File: src/design/tcad_pkg.sv
`default_nettype none
package tcad_pkg;

	localparam int SENSORS = 16;
	localparam int CH_W = 4;
	localparam logic [7:0] DEADBAND_RESET = 8'd8;

	localparam int QUEUE_DEPTH = 4;
	localparam int QPTR_W = $clog2(QUEUE_DEPTH);

	// error timer: seconds = elapsed_ms / 1000, saturating
	localparam int MS_PER_S = 1000;
	localparam int SECS_MAX = 255;
	localparam int SAT_MS = (SECS_MAX + 1) * MS_PER_S;
	localparam int ELAPSED_W = $clog2(SAT_MS);
	localparam int RECIP_SHIFT = 28;
	localparam int RECIP = ((1 << RECIP_SHIFT) + MS_PER_S - 1) / MS_PER_S;
	localparam int RECIP_W = $clog2(RECIP + 1);
	localparam int PROD_W = ELAPSED_W + RECIP_W;

	typedef struct packed {
		logic [CH_W-1:0]    sensor_index;
		logic signed [15:0] reading_centi;
		logic               disconnected;
		logic signed [15:0] offset_centi;
		logic               publish_pass;
		logic               end_of_pass;
		logic [31:0]        now_ms;
	} in_word_t;

	typedef struct packed {
		logic [CH_W-1:0]    channel;
		logic signed [15:0] average_centi;
		logic signed [15:0] published_centi;
		logic               published_changed;
		logic [7:0]         error_seconds;
	} out_word_t;

	// classified word handed from front to back
	typedef struct packed {
		logic [CH_W-1:0]    channel;
		logic               in_range;
		logic               disconnected;
		logic signed [15:0] value;
		logic               publish;
		logic               eop;
		logic [31:0]        now_ms;
	} cmd_t;

endpackage
`default_nettype wire

File: src/design/temp_channel_average_deadband.sv
// An accepted word passes the front register, the queue, the table update stage
// and the divide stage, then shows on the result ports.
// One word per cycle while results are popped; the table updates on dequeue.
// Reset (arst_n low, asynchronous): queues empty, averages and published values 0,
// first pass set, error timer idle, deadband 8.
`default_nettype none
module temp_channel_average_deadband (
	input  wire logic                clk,
	input  wire logic                arst_n,
	input  wire logic                push,
	input  wire tcad_pkg::in_word_t  item,
	output logic                     full,
	output logic                     empty,
	input  wire logic                pop,
	output tcad_pkg::out_word_t      result,
	input  wire logic                cfg_we,
	input  wire logic [7:0]          cfg_data
);

	logic [7:0]                deadband_q;
	logic                      fr_valid;
	tcad_pkg::cmd_t            fr_cmd;
	logic                      q_full;
	logic                      q_empty;
	logic                      q_rd;
	tcad_pkg::cmd_t            q_data;
	logic [tcad_pkg::QPTR_W:0] q_count;

	always_ff @(posedge clk or negedge arst_n) begin
		if (!arst_n) begin
			deadband_q <= tcad_pkg::DEADBAND_RESET;
		end else if (cfg_we) begin
			deadband_q <= cfg_data;
		end
	end

	tcad_front u_front (
		.clk       (clk),
		.arst_n    (arst_n),
		.push      (push),
		.item      (item),
		.full      (full),
		.q_full    (q_full),
		.cmd_valid (fr_valid),
		.cmd       (fr_cmd)
	);

	tcad_queue u_queue (
		.clk    (clk),
		.arst_n (arst_n),
		.wr     (fr_valid),
		.wdata  (fr_cmd),
		.full   (q_full),
		.rd     (q_rd),
		.rdata  (q_data),
		.empty  (q_empty),
		.count  (q_count)
	);

	tcad_back u_back (
		.clk      (clk),
		.arst_n   (arst_n),
		.deadband (deadband_q),
		.q_empty  (q_empty),
		.cmd      (q_data),
		.q_rd     (q_rd),
		.empty    (empty),
		.pop      (pop),
		.result   (result)
	);

	a_accept_lands: assert property (@(posedge clk) disable iff (!arst_n)
		push && !full |=> fr_valid)
		else $error("accepted word not held by front stage");

	a_queue_fill: assert property (@(posedge clk) disable iff (!arst_n)
		fr_valid && !q_full |=> q_count != '0)
		else $error("queue lost a written word");

	a_changed_matches: assert property (@(posedge clk) disable iff (!arst_n)
		!empty && result.published_changed |->
			result.published_centi == result.average_centi)
		else $error("published value differs from average after update");

	a_depth: assert property (@(posedge clk) disable iff (!arst_n)
		q_full |-> !(fr_valid && q_rd && q_empty))
		else $error("queue full and empty at once");

endmodule
`default_nettype wire

File: src/design/tcad_front.sv
`default_nettype none
module tcad_front (
	input  wire logic               clk,
	input  wire logic               arst_n,
	input  wire logic               push,
	input  wire tcad_pkg::in_word_t item,
	output logic                    full,
	input  wire logic               q_full,
	output logic                    cmd_valid,
	output tcad_pkg::cmd_t          cmd
);

	logic               v_s1;
	tcad_pkg::in_word_t item_s1;
	logic               accept;
	logic signed [16:0] sum_w;
	logic signed [15:0] sat_w;

	assign full      = v_s1 && q_full;
	assign accept    = push && !full;
	assign cmd_valid = v_s1;

	always_ff @(posedge clk or negedge arst_n) begin
		if (!arst_n) begin
			v_s1 <= 1'b0;
		end else begin
			v_s1 <= accept || (v_s1 && q_full);
		end
	end

	always_ff @(posedge clk) begin
		if (accept) begin
			item_s1 <= item;
		end
	end

	// reading + offset, clamped to 16 bits
	assign sum_w = {item_s1.reading_centi[15], item_s1.reading_centi}
		+ {item_s1.offset_centi[15], item_s1.offset_centi};

	always_comb begin
		if (sum_w[16] != sum_w[15]) begin
			sat_w = sum_w[16] ? 16'sh8000 : 16'sh7fff;
		end else begin
			sat_w = sum_w[15:0];
		end
	end

	always_comb begin
		cmd.channel      = item_s1.sensor_index;
		cmd.in_range     = 32'(item_s1.sensor_index) < 32'(tcad_pkg::SENSORS);
		cmd.disconnected = item_s1.disconnected;
		cmd.value        = sat_w;
		cmd.publish      = item_s1.publish_pass;
		cmd.eop          = item_s1.end_of_pass;
		cmd.now_ms       = item_s1.now_ms;
	end

endmodule
`default_nettype wire

File: src/design/tcad_queue.sv
`default_nettype none
module tcad_queue (
	input  wire logic                   clk,
	input  wire logic                   arst_n,
	input  wire logic                   wr,
	input  wire tcad_pkg::cmd_t         wdata,
	output logic                        full,
	input  wire logic                   rd,
	output tcad_pkg::cmd_t              rdata,
	output logic                        empty,
	output logic [tcad_pkg::QPTR_W:0]   count
);

	tcad_pkg::cmd_t                slot_q [tcad_pkg::QUEUE_DEPTH];
	logic [tcad_pkg::QPTR_W-1:0]   wp_q;
	logic [tcad_pkg::QPTR_W-1:0]   rp_q;
	logic [tcad_pkg::QPTR_W:0]     cnt_q;
	logic                          do_wr;
	logic                          do_rd;

	assign full  = cnt_q == (tcad_pkg::QPTR_W+1)'(tcad_pkg::QUEUE_DEPTH);
	assign empty = cnt_q == '0;
	assign count = cnt_q;
	assign do_wr = wr && !full;
	assign do_rd = rd && !empty;
	assign rdata = slot_q[rp_q];

	always_ff @(posedge clk or negedge arst_n) begin
		if (!arst_n) begin
			wp_q  <= '0;
			rp_q  <= '0;
			cnt_q <= '0;
		end else begin
			if (do_wr) begin
				wp_q <= wp_q + tcad_pkg::QPTR_W'(1);
			end
			if (do_rd) begin
				rp_q <= rp_q + tcad_pkg::QPTR_W'(1);
			end
			if (do_wr && !do_rd) begin
				cnt_q <= cnt_q + (tcad_pkg::QPTR_W+1)'(1);
			end else if (do_rd && !do_wr) begin
				cnt_q <= cnt_q - (tcad_pkg::QPTR_W+1)'(1);
			end
		end
	end

	always_ff @(posedge clk) begin
		if (do_wr) begin
			slot_q[wp_q] <= wdata;
		end
	end

endmodule
`default_nettype wire

File: src/design/tcad_back.sv
`default_nettype none
module tcad_back (
	input  wire logic            clk,
	input  wire logic            arst_n,
	input  wire logic [7:0]      deadband,
	input  wire logic            q_empty,
	input  wire tcad_pkg::cmd_t  cmd,
	output logic                 q_rd,
	output logic                 empty,
	input  wire logic            pop,
	output tcad_pkg::out_word_t  result
);

	logic signed [15:0] avg_q [tcad_pkg::SENSORS];
	logic signed [15:0] pub_q [tcad_pkg::SENSORS];
	logic               first_q;
	logic               err_q;
	logic [31:0]        start_q;

	logic               v1_s1;
	logic               v2_s2;
	logic               ld1;
	logic               ld2;
	logic               take;

	logic signed [15:0] cur_avg;
	logic signed [15:0] cur_pub;
	logic signed [16:0] sum_w;
	logic signed [16:0] rnd_w;
	logic signed [16:0] half_w;
	logic signed [15:0] avg_new;
	logic signed [16:0] diff_w;
	logic signed [16:0] db_w;
	logic signed [16:0] neg_db_w;
	logic               hit;
	logic               live;
	logic               err_now;
	logic [31:0]        start_nx;

	logic [tcad_pkg::CH_W-1:0] ch_s1;
	logic signed [15:0]        avg_s1;
	logic signed [15:0]        pub_s1;
	logic                      chg_s1;
	logic                      timer_s1;
	logic [31:0]               elapsed_s1;

	logic [tcad_pkg::PROD_W-1:0] prod_w;
	logic [7:0]                  secs_w;
	tcad_pkg::out_word_t         res_s2;

	assign ld2   = !v2_s2 || pop;
	assign ld1   = !v1_s1 || ld2;
	assign take  = ld1 && !q_empty;
	assign q_rd  = take;
	assign empty = !v2_s2;
	assign result = res_s2;

	assign cur_avg = avg_q[cmd.channel];
	assign cur_pub = pub_q[cmd.channel];

	// (avg + v) / 2, truncated toward zero
	assign sum_w   = {cur_avg[15], cur_avg} + {cmd.value[15], cmd.value};
	assign rnd_w   = sum_w + 17'(sum_w[16]);
	assign half_w  = rnd_w >>> 1;
	assign avg_new = first_q ? cmd.value : half_w[15:0];

	assign diff_w   = {avg_new[15], avg_new} - {cur_pub[15], cur_pub};
	assign db_w     = {9'd0, deadband};
	assign neg_db_w = -db_w;
	assign hit      = cmd.publish && (diff_w >= db_w || diff_w <= neg_db_w);
	assign live     = cmd.in_range && !cmd.disconnected;

	assign err_now = err_q || (cmd.in_range && cmd.disconnected);

	always_comb begin
		start_nx = start_q;
		if (cmd.eop) begin
			if (!err_now) begin
				start_nx = '0;
			end else if (start_q == '0) begin
				// a start time of zero would read as idle
				start_nx = (cmd.now_ms == '0) ? 32'd1 : cmd.now_ms;
			end
		end
	end

	always_ff @(posedge clk or negedge arst_n) begin
		if (!arst_n) begin
			for (int i = 0; i < tcad_pkg::SENSORS; i++) begin
				avg_q[i] <= '0;
				pub_q[i] <= '0;
			end
			first_q <= 1'b1;
			err_q   <= 1'b0;
			start_q <= '0;
			v1_s1   <= 1'b0;
			v2_s2   <= 1'b0;
		end else begin
			if (take) begin
				if (live) begin
					avg_q[cmd.channel] <= avg_new;
					if (hit) begin
						pub_q[cmd.channel] <= avg_new;
					end
				end
				start_q <= start_nx;
				if (cmd.eop) begin
					first_q <= 1'b0;
					err_q   <= 1'b0;
				end else begin
					err_q <= err_now;
				end
			end
			if (ld1) begin
				v1_s1 <= !q_empty;
			end
			if (ld2) begin
				v2_s2 <= v1_s1;
			end
		end
	end

	always_ff @(posedge clk) begin
		if (take) begin
			ch_s1      <= cmd.channel;
			avg_s1     <= !cmd.in_range ? 16'sd0 : (live ? avg_new : cur_avg);
			pub_s1     <= !cmd.in_range ? 16'sd0 : ((live && hit) ? avg_new : cur_pub);
			chg_s1     <= live && hit;
			timer_s1   <= start_nx != '0;
			elapsed_s1 <= cmd.now_ms - start_nx;
		end
	end

	// divide by 1000 through a reciprocal; exact below the saturation point
	assign prod_w = tcad_pkg::PROD_W'(elapsed_s1[tcad_pkg::ELAPSED_W-1:0])
		* tcad_pkg::PROD_W'(tcad_pkg::RECIP);

	always_comb begin
		if (!timer_s1) begin
			secs_w = '0;
		end else if (elapsed_s1 >= 32'(tcad_pkg::SAT_MS)) begin
			secs_w = 8'(tcad_pkg::SECS_MAX);
		end else begin
			secs_w = prod_w[tcad_pkg::RECIP_SHIFT +: 8];
		end
	end

	always_ff @(posedge clk) begin
		if (ld2 && v1_s1) begin
			res_s2.channel           <= ch_s1;
			res_s2.average_centi     <= avg_s1;
			res_s2.published_centi   <= pub_s1;
			res_s2.published_changed <= chg_s1;
			res_s2.error_seconds     <= secs_w;
		end
	end

endmodule
`default_nettype wire

File: config.mk
export PLATFORM = sky130hd
export DESIGN_NAME = temp_channel_average_deadband
export DESIGN_NICKNAME = d
export VERILOG_FILES = /design/src/design/tcad_pkg.sv /design/src/design/temp_channel_average_deadband.sv /design/src/design/tcad_front.sv /design/src/design/tcad_queue.sv /design/src/design/tcad_back.sv
export SDC_FILE = /design/constraint.sdc
export NUM_CORES = 2
export LEC_CHECK = 0
export BUFFER_PORTS_ARGS = -buffer_cell sky130_fd_sc_hd__buf_4
export CORE_MARGIN = 2
export CORE_UTILIZATION = 30
export DETAILED_ROUTE_END_ITERATION = 10
export GPL_TIMING_DRIVEN = 0
export REMOVE_ABC_BUFFERS = 1
export SYNTH_ARGS = -nofsm -noshare
export SYNTH_HDL_FRONTEND = slang
export SYNTH_SLANG_ARGS = --single-unit
export TNS_END_PERCENT = 100
File: constraint.sdc
create_clock -name clk -period 12.9 [get_ports clk]
set_input_delay 1.29 -clock clk [delete_from_list [all_inputs] [get_ports clk]]
set_output_delay 1.29 -clock clk [all_outputs]
set_load 0.03 [all_outputs]
After elaboration in Yosys (flattened, before gate mapping)
Memories as Yosys holds them, arrays and structs flattened. Index checks and enable logic that the tools add are counted.

Register bits after elaboration: 750. Memory bits (writable): 220. Bits of input ports: 84. Output and inout bits: 47. Word-level logic and storage cells: 139. Memories: 1.

$add $sub $neg: 10. $mul: 1. Order comparisons: 5. Equality and inequality tests: 2. Muxes and demuxes: 25. Bitwise logic cells: 1. Reduce and logical (&&, ||, !) cells: 34.

Memories: u_queue.slot_q (depth 4, bits a word 55, read ports 1, clocked after memory_dff 0, wr ports 1, line tcad_queue.sv:14) `tcad_pkg::cmd_t slot_q [tcad_pkg::QUEUE_DEPTH];`.

Operator list (number): $bwmux W256 (2); $mux W16 (10); $bmux W16 S4 (2); $mux W32 (4); $demux W16 S4 (1); $logic_not A32 Y1 (2); $add A16 B16 Y17 (2); $mul A18 B17 Y34 const B (1); $ge A32 B18 Y1 const B (1); $reduce_bool A32 Y1 (1); $sub A32 B32 Y32 (1); $add A17 B1 Y17 (1); $ge A17 B9 Y1 (1); $le A17 B17 Y1 (1); $neg A8 Y17 (1); $sub A16 B16 Y17 (1); $logic_and A1 B1 Y1 (11); $logic_not A1 Y1 (8); $mux W8 (1); $mux W3 (2); $ge A5 B5 Y1 const B (1); $logic_or A1 B1 Y1 (5); $lt A5 B1 Y1 const B (1); $not A4 Y5 (1); other kinds (11) (16).

Longest topological paths before layout
An unclocked memory read counts as a cell.

Depth after elaboration: 14. Depth in mapped cells: 48. Depth with buffers taken out: 41.

Hierarchy
From an unflattened synthesis, not the netlist that was laid out.

Cell total of the unflattened synthesis: 3732. Area, all modules: 49867.8 sq um.

By module, submodules not included: tcad_back (instances 1, cells each 3120, area an instance 37390.9 sq um, seq. area each 17167.7 sq um); tcad_queue (instances 1, cells each 329, area an instance 8524.4 sq um, seq. area each 6901.6 sq um); tcad_front (instances 1, cells each 266, area an instance 3619.7 sq um, seq. area each 2157.1 sq um); temp_channel_average_deadband (instances 1, cells each 17, area an instance 332.8 sq um, seq. area each 201.4 sq um).

Least setup slack after synthesis
OpenSTA, ideal clock, no wires.

Kind: reg2reg. From: reg u_queue.rp_q[1] (netlist bit). To: reg u_back.pub_q[10] (netlist bit). Library setup time: 0.125 ns. Data arrival time: 10.369 ns. Data required time: 12.775 ns. Path slack: 2.406 ns. Cell stages (with the launch flop): 43. Path buffers: 11. Clock period less this slack: 10.494 ns. Path through: dfrtp_1 -> buf_2 -> mux4_2 -> buf_2 -> buf_2 -> buf_1 -> clkbuf_1 -> buf_1 -> mux4_2 -> a211oi_1 -> a21oi_1 -> ha_1 -> or4_1 -> o21a_1 -> a31o_2 -> a21o_1 -> a21o_1 -> a21o_1 -> [... 7 more ...] -> inv_1 -> clkbuf_1 -> ha_1 -> clkbuf_1 -> nand2_1 -> o21a_1 -> or3_1 -> a31o_1 -> ha_1 -> nand4_1 -> or4_1 -> o32a_1 -> o221a_2 -> buf_6 -> or4_1 -> buf_2 -> buf_6 -> mux2_4.

Cells in the longest elaborated chain, start to end: 13. Elaborated cells between the ends (all ways): 25. Those cells by class: add/sub (3); order compare (4); mux (10); bitwise (1); reduce/logical (6); memory (1).

Ends and longest elaborated chain: from (decl) (line tcad_queue.sv:16) `logic [tcad_pkg::QPTR_W-1:0] rp_q;`; from (signal assigned) (line tcad_queue.sv:38) `rp_q <= rp_q + tcad_pkg::QPTR_W'(1);`; $mem_v2 Z4 W55 *; $not A4 Y5 (implied by the code) (line tcad_back.sv:58) `assign cur_avg = avg_q[cmd.channel];`; $bmux W16 S4 (line tcad_back.sv:58); $mux W16 (implied by the code) (2 in a row) (line tcad_back.sv:58); $add A16 B16 Y17 (line tcad_back.sv:62) `assign sum_w = {cur_avg[15], cur_avg} + {cmd.value[15], cmd.value};`; $add A17 B1 Y17 (line tcad_back.sv:63) `assign rnd_w = sum_w + 17'(sum_w[16]);`; $mux W16 * (line tcad_back.sv:65) `assign avg_new = first_q ? cmd.value : half_w[15:0];`; named net u_back.avg_new[13] (line tcad_back.sv:31) `logic signed [15:0] avg_new;`; $sub A16 B16 Y17 * (line tcad_back.sv:67) `assign diff_w = {avg_new[15], avg_new} - {cur_pub[15], cur_pub};`; $ge A17 B9 Y1 or $le A17 B17 Y1 (tied branches) (line tcad_back.sv:70) `assign hit = cmd.publish && (diff_w >= db_w || diff_w <= neg_db_w);`; $logic_or A1 B1 Y1 * (line tcad_back.sv:70); $logic_and A1 B1 Y1 * (line tcad_back.sv:70); $reduce_and A3 Y1 (no source line) *; to (signal, indexed assignment) (line tcad_back.sv:103) `pub_q[cmd.channel] <= avg_new;`; to (decl) (line tcad_back.sv:15) `logic signed [15:0] pub_q [tcad_pkg::SENSORS];`.

The timed path passes the listed nets; every way through them passes the cells marked *. The select of a mux whose other input is x is not followed. A chain may end at the register's enable or synchronous reset.

Final worst setup path
From: reg u_queue.rp_q[1] (netlist bit). To: reg u_back.pub_q[235] (netlist bit).

Cells in the longest elaborated chain, start to end: 13. Elaborated cells between the ends (all ways): 25. Those cells by class: add/sub (3); order compare (4); mux (10); bitwise (1); reduce/logical (6); memory (1).

Ends and longest elaborated chain (line): $mem_v2 Z4 W55 *; $not A4 Y5 (implied by the code) (tcad_back.sv:58, tcad_back.sv:59, tcad_back.sv:103); $bmux W16 S4 (tcad_back.sv:58); $mux W16 (implied by the code) (2 in a row) (tcad_back.sv:58); $add A16 B16 Y17 (tcad_back.sv:62); $add A17 B1 Y17 (tcad_back.sv:63); $mux W16 (tcad_back.sv:65); $sub A16 B16 Y17 (tcad_back.sv:67); $ge A17 B9 Y1 or $le A17 B17 Y1 (tied branches) (tcad_back.sv:70); $logic_or A1 B1 Y1 (tcad_back.sv:70); $logic_and A1 B1 Y1 (tcad_back.sv:70); $reduce_and A3 Y1 (no source line).

Every way passes the cells marked *; elsewhere a longest branch is shown, timed or not. The select of a mux whose other input is x is not followed.

==> run metrics <==
EDFF count, synth=406; Final ANT Viol Nets=0; synthesized area=48,300 sq um; Final Hold Violating Endpoints=0; Final min period=12.19 ns; core area=160,000 sq um; startpoint types=flip-flop; Detail Placement HPWL=75,100 um; die area=164,000 sq um; Worst setup EP type=flip-flop; CTS tree=yes; Worst Path Max Fanout=97; status=completed; max-slew violation count=0; TritonCTS Sinks=970; final worst path period share=94.5%; final wirelength=116,000 um; worst slew pin tran=1.40 ns; commonest non-fill, non-tap cells in the layout=dfrtp_1, edfxtp_1, nand2_1; clk root buf=clkbuf_16; fmax=82.0 MHz; warnings from Yosys=0; unrepaired setup endpoints after global routing=no; Placed Cells=5,823; number of CTS-inserted buffers=98; WP buf/inv=4; share of cells above drive strength 1=22.1%; Mean Syn Cell Area=13.0 sq um; chip width=405 um; Hold Crit Depth=0; I/O pin cnt=131; mean routed wirelength per cell=19.3 um; Worst path max stage delay=0.80 ns; delay-heaviest family, CP=compound AO/OA/AOI/OAI gates; initial antenna violation count=4; Final #Nets=4,170; area delta synth->final=14.8%; CP Data Required Time=13.47 ns; Overflow after GRT=0; library cells used by synthesis=88; Yosys reg bits=970; critical path depth in cells=37; most common cell after layout, fill and taps aside=dfrtp_1; largest net degree at the start of global routing=122; clock skew=0.0231 ns; r2r worst-path depth=37; final setup fails=0; DR vias/cell=4.88; Skew-Pair Late Insertion Delay=0.69 ns; Max-Cap Viols=0; clk buf depth=3; port bufs=130; total number of vias=29,400; vias in the first global route=30,300; Primary FF master, synth=dfrtp_1; fill count=15,600; register area share after synthesis=54.5%; detailed-router iteration count before antenna repair=5; first-pass GRT wire length=180,000 um; Final Wtd Congestion=0.843; DRC=0; ANT cells=0; clock-pin slew of the registers on the worst-case setup and hold paths=0.07 ns; num rows=147; Cells after Synth=3,699; critical path arrival=12.76 ns; critical path class=reg -> reg; Post-synth ARST share=58.1%; Die Y=405 um; initial core utilization=30.1%; GRT Util Overall=14.2%; Min-Delay Path Class=reg -> reg; slew margin rel.=6.72%; fin cells=6,017; CTS H-tree lvls=3; Critical-path top delay cell=nor2_4; Starting DRT DRC Count=2,093
[stage by stage]
step	setup slack [ns]	utilization, %	setup TNS, ns	hold slack (ns)	cell area [sq um]
global route	0.0269	34.6	0	0.427	55400
CTS	0.160	34.5	0	0.410	55300
detailed placement	-1.12	32.4	-196.38	0.405	51900
global placement	-7.02	31.9	-1874.99	0.404	51100
finish	0.708	34.6	0	0.412	55400
floorplan	-1.15	-	-249.46	0.400	47400
[registers in the layout, summed over array words and instances (netlist names)]
| register | cells |
|---|---|
| deadband_q | 8 |
| u_back.avg_q | 256 |
| u_back.avg_s1 | 16 |
| u_back.ch_s1 | 4 |
| u_back.chg_s1 | 1 |
| u_back.elapsed_s1 | 32 |
| u_back.err_q | 1 |
| u_back.first_q | 1 |
| u_back.pub_q | 256 |
| u_back.pub_s1 | 16 |
| u_back.result | 45 |
| u_back.start_q | 32 |
| u_back.timer_s1 | 1 |
| u_back.v1_s1 | 1 |
| u_back.v2_s2 | 1 |
| u_front.cmd | 39 |
| u_front.cmd_valid | 1 |
| u_front.item_s1 | 32 |
| u_queue.count | 3 |
| u_queue.rp_q | 2 |
| u_queue.slot_q | 220 |
| u_queue.wp_q | 2 |
[area by class of cell]
cell class | count | area [sq um] | share of cell area (%)
multi-input combinational | 2316 | 20500 | 37.0
clock inverter | 55 | 522 | 0.942
tap | 2160 | 2700 | 4.88
inverter | 219 | 836 | 1.51
clock buffer | 126 | 2780 | 5.01
sequential | 970 | 26300 | 47.5
timing repair buffer | 171 | 1760 | 3.18
[timing repair]
action	in CTS	in global routing
pin swaps	0	2
setup buffers	5	7
resized for setup	7	16
endpoints found under the hold margin	0	0
hold buffers	0	0
gates cloned	1	0
setup endpoints to repair	273	273
[logic make-up after synthesis]
family,after synthesis,synth area share [%]
buffers and inverters,414,3.38
xor gates and xnor gates,88,1.60
muxes,514,16.2
DFF,970,54.5
and+or+nand+nor,713,6.71
adders and majority gates,312,8.87
AOI/OAI and AO/OA,688,8.72
[routing by layer]
metal | global-route usage (%) | vias to the layer above | share of wire [%]
met5 | 0 | - | 0
li1 | - | 13600 | -
met2 | 22.4 | 669 | 46
met1 | 19.1 | 14900 | 45
met4 | 6.04 | 0 | 3.7
met3 | 2.59 | 187 | 5.3
[worst paths after layout]
kind,startpoint,endpoint,slack (ns)
worst max-delay path,u_queue.rp_q[1]$_DFFE_PN0P_,u_back.pub_q[235]$_DFFE_PN0P_,0.71
worst min-delay path,u_back.ch_s1[3]$_DFFE_PP_,u_back.result[44]$_DFFE_PP_,0.41
worst max register to register,u_queue.rp_q[1]$_DFFE_PN0P_,u_back.pub_q[235]$_DFFE_PN0P_,0.71
worst min register to register,u_back.ch_s1[3]$_DFFE_PP_,u_back.result[44]$_DFFE_PP_,0.41
max in group asynchronous,arst_n,deadband_q[3]$_DFFE_PN1P_,10.12
min in group asynchronous,arst_n,u_back.start_q[10]$_DFFE_PN0P_,0.47
[synth_stat cells (all sizes together) (10+ instances only)]
library cell,n,area (sq um)
nand3,28,140
o21a,35,263
a22o,30,263
dfrtp,562,14100
a21o,30,225
clkbuf,129,484
a31oi,10,83.8
edfxtp,406,12200
buf,66,323
nor2b,38,240
and3,16,100
a211oi,26,200
nor2,96,385
xor2,23,201
a21oi,91,459
nand2,397,1490
ha,259,3240
o21ai,350,1760
o21bai,10,75.1
nand4,22,138
nor4,19,119
mux4,174,3920
mux2,275,3250
nand2b,17,106
xnor2,65,569
mux2i,65,651
a22oi,35,263
inv,218,818
fa,51,1020
nor3,30,150
Power is not shown: default switching activity piles up to over one toggle a cycle in this logic, so the estimate is an artifact.
